### config.mk
export PLATFORM = sky130hd
export DESIGN_NAME = sorted_min_stack_top_flat
export DESIGN_NICKNAME = d
export VERILOG_FILES = /design/src/msm_pkg.sv /design/src/msm_if.sv /design/src/msm_cell.sv /design/src/sorted_min_stack_top.sv /design/src/flat_wrapper.sv
export SDC_FILE = /design/constraint.sdc
export NUM_CORES = 2
export LEC_CHECK = 0
export BUFFER_PORTS_ARGS = -buffer_cell sky130_fd_sc_hd__buf_2
export CAP_MARGIN = 5
export CORE_MARGIN = 3
export CORE_UTILIZATION = 45
export DETAILED_ROUTE_END_ITERATION = 8
export HOLD_SLACK_MARGIN = 0.12
export PLACE_DENSITY_LB_ADDON = 0.08
export SYNTH_ARGS = -nofsm -noshare
export SYNTH_HDL_FRONTEND = slang
export SYNTH_HIERARCHICAL = 1
export SYNTH_SLANG_ARGS = --single-unit
export TNS_END_PERCENT = 30
### constraint.sdc
create_clock -name clk -period 9.7 [get_ports clk]
set_input_delay 0.485 -clock clk [delete_from_list [all_inputs] [get_ports clk]]
set_output_delay 0.485 -clock clk [all_outputs]
set_load 0.01 [all_outputs]
### src/msm_pkg.sv
package msm_pkg;

  localparam int DEPTH = 16;
  localparam int VAL_W = 32;
  localparam int CNT_W = $clog2(DEPTH + 1);
  localparam int ACT_W = 2;
  localparam int STS_W = 2;
  localparam int ECNT_W = 5;

  localparam logic [ACT_W-1:0] ACT_PUSH = 2'd0;
  localparam logic [ACT_W-1:0] ACT_POP  = 2'd1;
  localparam logic [ACT_W-1:0] ACT_READ = 2'd2;

  localparam logic [STS_W-1:0] STS_OK        = 2'd0;
  localparam logic [STS_W-1:0] STS_OVERFLOW  = 2'd1;
  localparam logic [STS_W-1:0] STS_UNDERFLOW = 2'd2;

  // Broadcast from the controller to every cell of the chain.
  typedef struct packed {
    logic                    push;
    logic                    pop;
    logic signed [VAL_W-1:0] value;
  } cell_ctrl_t;

endpackage

### src/msm_if.sv
interface msm_in_if;
  import msm_pkg::*;

  logic                    valid;
  logic                    ready;
  logic [ACT_W-1:0]        action;
  logic signed [VAL_W-1:0] value;

  modport source (output valid, action, value, input ready);
  modport sink (input valid, action, value, output ready);
endinterface

interface msm_out_if;
  import msm_pkg::*;

  logic                    valid;
  logic                    ready;
  logic signed [VAL_W-1:0] top_value;
  logic [ECNT_W-1:0]       entry_count;
  logic                    is_empty;
  logic [STS_W-1:0]        status;

  modport source (output valid, top_value, entry_count, is_empty, status, input ready);
  modport sink (input valid, top_value, entry_count, is_empty, status, output ready);
endinterface

### src/msm_cell.sv
module msm_cell (
  input  logic                             clk,
  input  msm_pkg::cell_ctrl_t              ctrl,
  input  logic                             occupied,
  input  logic                             up_lt,
  input  logic signed [msm_pkg::VAL_W-1:0] up_val,
  input  logic signed [msm_pkg::VAL_W-1:0] dn_val,
  output logic signed [msm_pkg::VAL_W-1:0] val,
  output logic                             lt
);
  import msm_pkg::*;

  logic signed [VAL_W-1:0] val_r;
  logic signed [VAL_W-1:0] val_nxt;

  // A stored value strictly below the incoming one stays where it is.
  assign lt  = occupied && (val_r < ctrl.value);
  assign val = val_r;

  always_comb begin
    val_nxt = val_r;
    if (ctrl.push) begin
      if (!lt) begin
        val_nxt = up_lt ? ctrl.value : up_val;
      end
    end else if (ctrl.pop) begin
      val_nxt = dn_val;
    end
  end

  always_ff @(posedge clk) begin
    val_r <= val_nxt;
  end

endmodule

### src/sorted_min_stack_top.sv
// Channel   | Direction | Payload                                      | Handshake
// ----------+-----------+----------------------------------------------+-------------
// in_ch     | sink      | action, value                                | valid/ready
// out_ch    | source    | top_value, entry_count, is_empty, status     | valid/ready
//
// Each accepted transaction is handled at once: every cell compares and shifts in parallel,
// and its result appears in the output register on the following cycle.
// A new transaction is taken whenever the output register is empty or being drained, so
// the sustained rate is one transaction per cycle, set by the output register handshake.
// Reset (rst_n, synchronous, active low) clears the entry count and the output valid flag;
// cell contents are not reset and are only read below the entry count.
// A stall on out_ch holds the result and the whole chain until it is taken.
module sorted_min_stack_top (
  input  logic      clk,
  input  logic      rst_n,
  msm_in_if.sink    in_ch,
  msm_out_if.source out_ch
);
  import msm_pkg::*;

  // Cell 0 holds the smallest value (the top); higher cells hold larger values.
  logic signed [VAL_W-1:0] cell_val [DEPTH];
  logic                    cell_lt  [DEPTH];
  logic                    cell_occ [DEPTH];

  logic [CNT_W-1:0] count_r;
  logic [CNT_W-1:0] count_nxt;
  logic             out_valid_r;
  logic [STS_W-1:0] status_r;
  logic [STS_W-1:0] status_nxt;

  logic       accept;
  logic       is_full;
  logic       is_none;
  cell_ctrl_t ctrl;

  logic [CNT_W+ECNT_W-1:0] count_wide;

  // A transaction may enter when no result waits or the waiting one leaves now.
  assign in_ch.ready = !out_valid_r || out_ch.ready;
  assign accept      = in_ch.valid && in_ch.ready;

  assign is_full = (count_r == CNT_W'(DEPTH));
  assign is_none = (count_r == '0);

  always_comb begin
    ctrl.push  = 1'b0;
    ctrl.pop   = 1'b0;
    ctrl.value = in_ch.value;
    count_nxt  = count_r;
    status_nxt = STS_OK;
    if (accept) begin
      case (in_ch.action)
        ACT_PUSH: begin
          if (is_full) begin
            status_nxt = STS_OVERFLOW;
          end else begin
            ctrl.push = 1'b1;
            count_nxt = count_r + CNT_W'(1);
          end
        end
        ACT_POP: begin
          if (is_none) begin
            status_nxt = STS_UNDERFLOW;
          end else begin
            ctrl.pop  = 1'b1;
            count_nxt = count_r - CNT_W'(1);
          end
        end
        // A read, and the unused code, leave the store as it is.
        default: begin
          status_nxt = STS_OK;
        end
      endcase
    end
  end

  // The chain: each cell sees its upper neighbour for a push and its lower one for a pop.
  for (genvar i = 0; i < DEPTH; i++) begin : g_cell
    logic                    up_lt;
    logic signed [VAL_W-1:0] up_val;
    logic signed [VAL_W-1:0] dn_val;

    assign cell_occ[i] = (count_r > CNT_W'(i));

    if (i == 0) begin : g_first
      assign up_lt  = 1'b1;
      assign up_val = '0;
    end else begin : g_inner
      assign up_lt  = cell_lt[i-1];
      assign up_val = cell_val[i-1];
    end

    if (i == DEPTH - 1) begin : g_last
      assign dn_val = '0;
    end else begin : g_body
      assign dn_val = cell_val[i+1];
    end

    msm_cell u_cell (
      .clk      (clk),
      .ctrl     (ctrl),
      .occupied (cell_occ[i]),
      .up_lt    (up_lt),
      .up_val   (up_val),
      .dn_val   (dn_val),
      .val      (cell_val[i]),
      .lt       (cell_lt[i])
    );
  end

  always_ff @(posedge clk) begin
    if (!rst_n) begin
      count_r     <= '0;
      out_valid_r <= 1'b0;
    end else begin
      count_r <= count_nxt;
      if (accept) begin
        out_valid_r <= 1'b1;
      end else if (out_ch.ready) begin
        out_valid_r <= 1'b0;
      end
    end
  end

  always_ff @(posedge clk) begin
    if (accept) begin
      status_r <= status_nxt;
    end
  end

  // The chain only moves on an accepted transaction, and that happens only when no result
  // waits or the pending one leaves, so the cells and the count describe the waiting result.
  assign count_wide = {{ECNT_W{1'b0}}, count_r};

  assign out_ch.valid       = out_valid_r;
  assign out_ch.top_value   = is_none ? '0 : cell_val[0];
  assign out_ch.entry_count = count_wide[ECNT_W-1:0];
  assign out_ch.is_empty    = is_none;
  assign out_ch.status      = status_r;

endmodule
### src/flat_wrapper.sv
// flat-port wrapper written by rule: the top's interface ports become plain ports
module sorted_min_stack_top_flat import msm_pkg::*;
  (clk, rst_n, in_ch_valid, in_ch_action, in_ch_value, in_ch_ready, out_ch_valid, out_ch_top_value, out_ch_entry_count, out_ch_is_empty, out_ch_status, out_ch_ready);
  msm_in_if in_ch_i ();
  msm_out_if out_ch_i ();
  input  logic clk;
  input  logic rst_n;
  input wire logic [$bits(in_ch_i.valid)-1:0] in_ch_valid;
  input wire logic [$bits(in_ch_i.action)-1:0] in_ch_action;
  input wire logic [$bits(in_ch_i.value)-1:0] in_ch_value;
  output wire logic [$bits(in_ch_i.ready)-1:0] in_ch_ready;
  output wire logic [$bits(out_ch_i.valid)-1:0] out_ch_valid;
  output wire logic [$bits(out_ch_i.top_value)-1:0] out_ch_top_value;
  output wire logic [$bits(out_ch_i.entry_count)-1:0] out_ch_entry_count;
  output wire logic [$bits(out_ch_i.is_empty)-1:0] out_ch_is_empty;
  output wire logic [$bits(out_ch_i.status)-1:0] out_ch_status;
  input wire logic [$bits(out_ch_i.ready)-1:0] out_ch_ready;
  assign in_ch_i.valid = in_ch_valid;
  assign in_ch_i.action = in_ch_action;
  assign in_ch_i.value = in_ch_value;
  assign in_ch_ready = in_ch_i.ready;
  assign out_ch_valid = out_ch_i.valid;
  assign out_ch_top_value = out_ch_i.top_value;
  assign out_ch_entry_count = out_ch_i.entry_count;
  assign out_ch_is_empty = out_ch_i.is_empty;
  assign out_ch_status = out_ch_i.status;
  assign out_ch_i.ready = out_ch_ready;
  sorted_min_stack_top u_core (.clk(clk), .rst_n(rst_n), .in_ch(in_ch_i), .out_ch(out_ch_i));
endmodule
==> results.md <==
* Initial Util at 0.456
* R2r setup slk at 5360 ps
* WS Path Type: flip-flop to flip-flop
* Mapped Avg Cell Area at 9.39 um^2
* Status: completed
* CTS max path bufs at 3
* Total GRT Usage at 0.208
* Setup TNS at 0 ps
* DP HPWL at 71400 um
* Initial antenna violation count at 2
* Synth-to-Final Area Change at 10.4%
* Peak VDD IR at 0.121 mV
* H-tree levels at 3
* Count of pins over their slew limit at 0
* Worst Setup EP: u_core/g_cell[15].u_cell/val[12]
* PwrDens at 143 mW/mm^2
* Largest net degree at the start of global routing at 261
* Syn. warnings at 6
* Rel. slew slack at 0.204
* Hold WS at 220 ps
* Root buffer cell: clkbuf_16
* Final Net Count at 4865
* # clock sinks at 520
* Post_cts resized at 0
* Final hold violations at 0
* Reg2Reg Depth at 10
* Syn Std Cell Area at 0.0398 mm^2
* Global-route wire length before repair at 155000 um
* Worst Tran Pin Value at 1190 ps
* Worst reg2reg startpoint: u_core/out_ch.entry_count[0]
* Setup bufs post-CTS at 0
* CP required at 9930 ps
* Worst reg2reg endpoint: u_core/g_cell[15].u_cell/val[12]
* Final period util at 0.447
* CTS tree: yes
* Pre-CTS setup slack at 5300 ps
* Core box area at 0.0872 mm^2
* Worst setup EP type: flip-flop
* Vias per cell at 5.25
* Wirelength per Cell at 17.3 um
* Gpl congestion at 0.812
* Min-delay worst type: input pin to flip-flop
* Pwr Total at 6290 uW
* Final WL at 95500 um
* Clock skew at 19.0 ps
* Vias in the first global route at 28800
* Max-cap violations at 0
* Die area at 0.0920 mm^2
* Critical Path Start Type: flip-flop
* Post-DP Area at 0.0419 mm^2
* Layout cell share with drive strength beyond 1 at 0.0628
* Grt total ovfl at 0
* Clk slew on worst S/H paths at 60 ps
* DIE HEIGHT at 303 um
* Post-route ant nets at 0
* I/O pins at 80
* Final instance area at 0.0439 mm^2
* Final setup margin at 5360 ps
* Minimum clock period after layout at 4340 ps
* Total iterations of the first detailed-routing run at 6
* Port Buffers at 79
* Hold Buf Count CTS at 0
* DRT iter0 DRCs at 1606
* Clock insertion delay at the later pin of the skew report at 590 ps
* Via count at 29000
* Total CTS buffers at 67
* Crit path DAT at 4570 ps
* Highest clock rate at 231 MHz
* Row count at 108
* CP Launch Point: u_core/out_ch.entry_count[0]
* Cells after Synth at 4235
* DRC Markers at 0
* RSZ-0062 raised after global routing: false
* Leak at 0.0182 uW
* Final Setup Violations at 0
* Chip width at 303 um
* Worst-path maximum fanout at 260
[layer usage]
metal	vias up	part of all wire	GRT usage
met5	-	0	0
met4	0	0.019	0.0484
met3	101	0.038	0.0305
met2	373	0.46	0.342
met1	13100	0.49	0.291
li1	15500	-	-
[registers in the layout (all words and copies together) (netlist names)]
name	count
u_core/out_ch.valid	1
u_core/out_ch.entry_count	5
u_core/out_ch.status	2
u_core/g_cell.u_cell/val	512
[worst max-delay path, stage by stage, from the launching register on]
cell     delay [ps]
dfxtp_1         530
inv_1           160
ha_1            220
or3b_4          250
nor2_1           50
nor4_2          300
buf_12          750
buf_4           700
nor2_1          150
nor3_2          200
buf_4           420
[power by group]
part           internal [uW]  leakage [uW]  switching, uW
Combinational            445        0.0124            709
Clock                   1410       0.00100            987
Sequential              2640       0.00476            103
Total                   4490        0.0182           1800
[how the worst min path moves through the flow]
stage,start,endpoint,slack (ps),cells past startpoint
after detailed placement,u_core/g_cell[15].u_cell/val[0],u_core/g_cell[14].u_cell/val[0],590,2
final,rst_n,u_core/out_ch.entry_count[1],220,2
after global placement,u_core/g_cell[15].u_cell/val[0],u_core/g_cell[14].u_cell/val[0],570,2
after CTS,rst_n,u_core/out_ch.entry_count[1],180,2
after global routing,rst_n,u_core/out_ch.entry_count[1],200,2
after floorplan,u_core/g_cell[15].u_cell/val[0],u_core/g_cell[14].u_cell/val[0],550,2
[area by class of cell]
cell class                      instances  area (um^2)
Sequential cell                       520        15600
Fill cell                            8272        43200
Inverter                              504         1890
Antenna cell                            1         2.50
Timing Repair Buffer                  141          886
Tap cell                             1155         1450
Clock buffer                           90         1850
Multi-Input combinational cell       3091        22100
Clock inverter                         30          205
[stage by stage]
step                 util  std cells
finish              0.504       5532
global route        0.504       5531
CTS                 0.504       5531
detailed placement  0.480       5411
global placement    0.480       5411
floorplan               -       4298
[cells in the final DEF (no fill, tap or decap), drive strengths merged, types with 26 or more instances in the layout]
cell type / count
clkinv: 26
buf: 141
a211oi: 32
a21oi: 722
conb: 65
ha: 502
nand2: 155
inv: 505
and2: 33
nor2: 598
nor3: 35
clkbuf: 90
nand2b: 35
nand3: 49
nand4: 96
edfxtp: 514
o21ai: 76
mux2i: 528
Power figures use the tool's default switching activity.
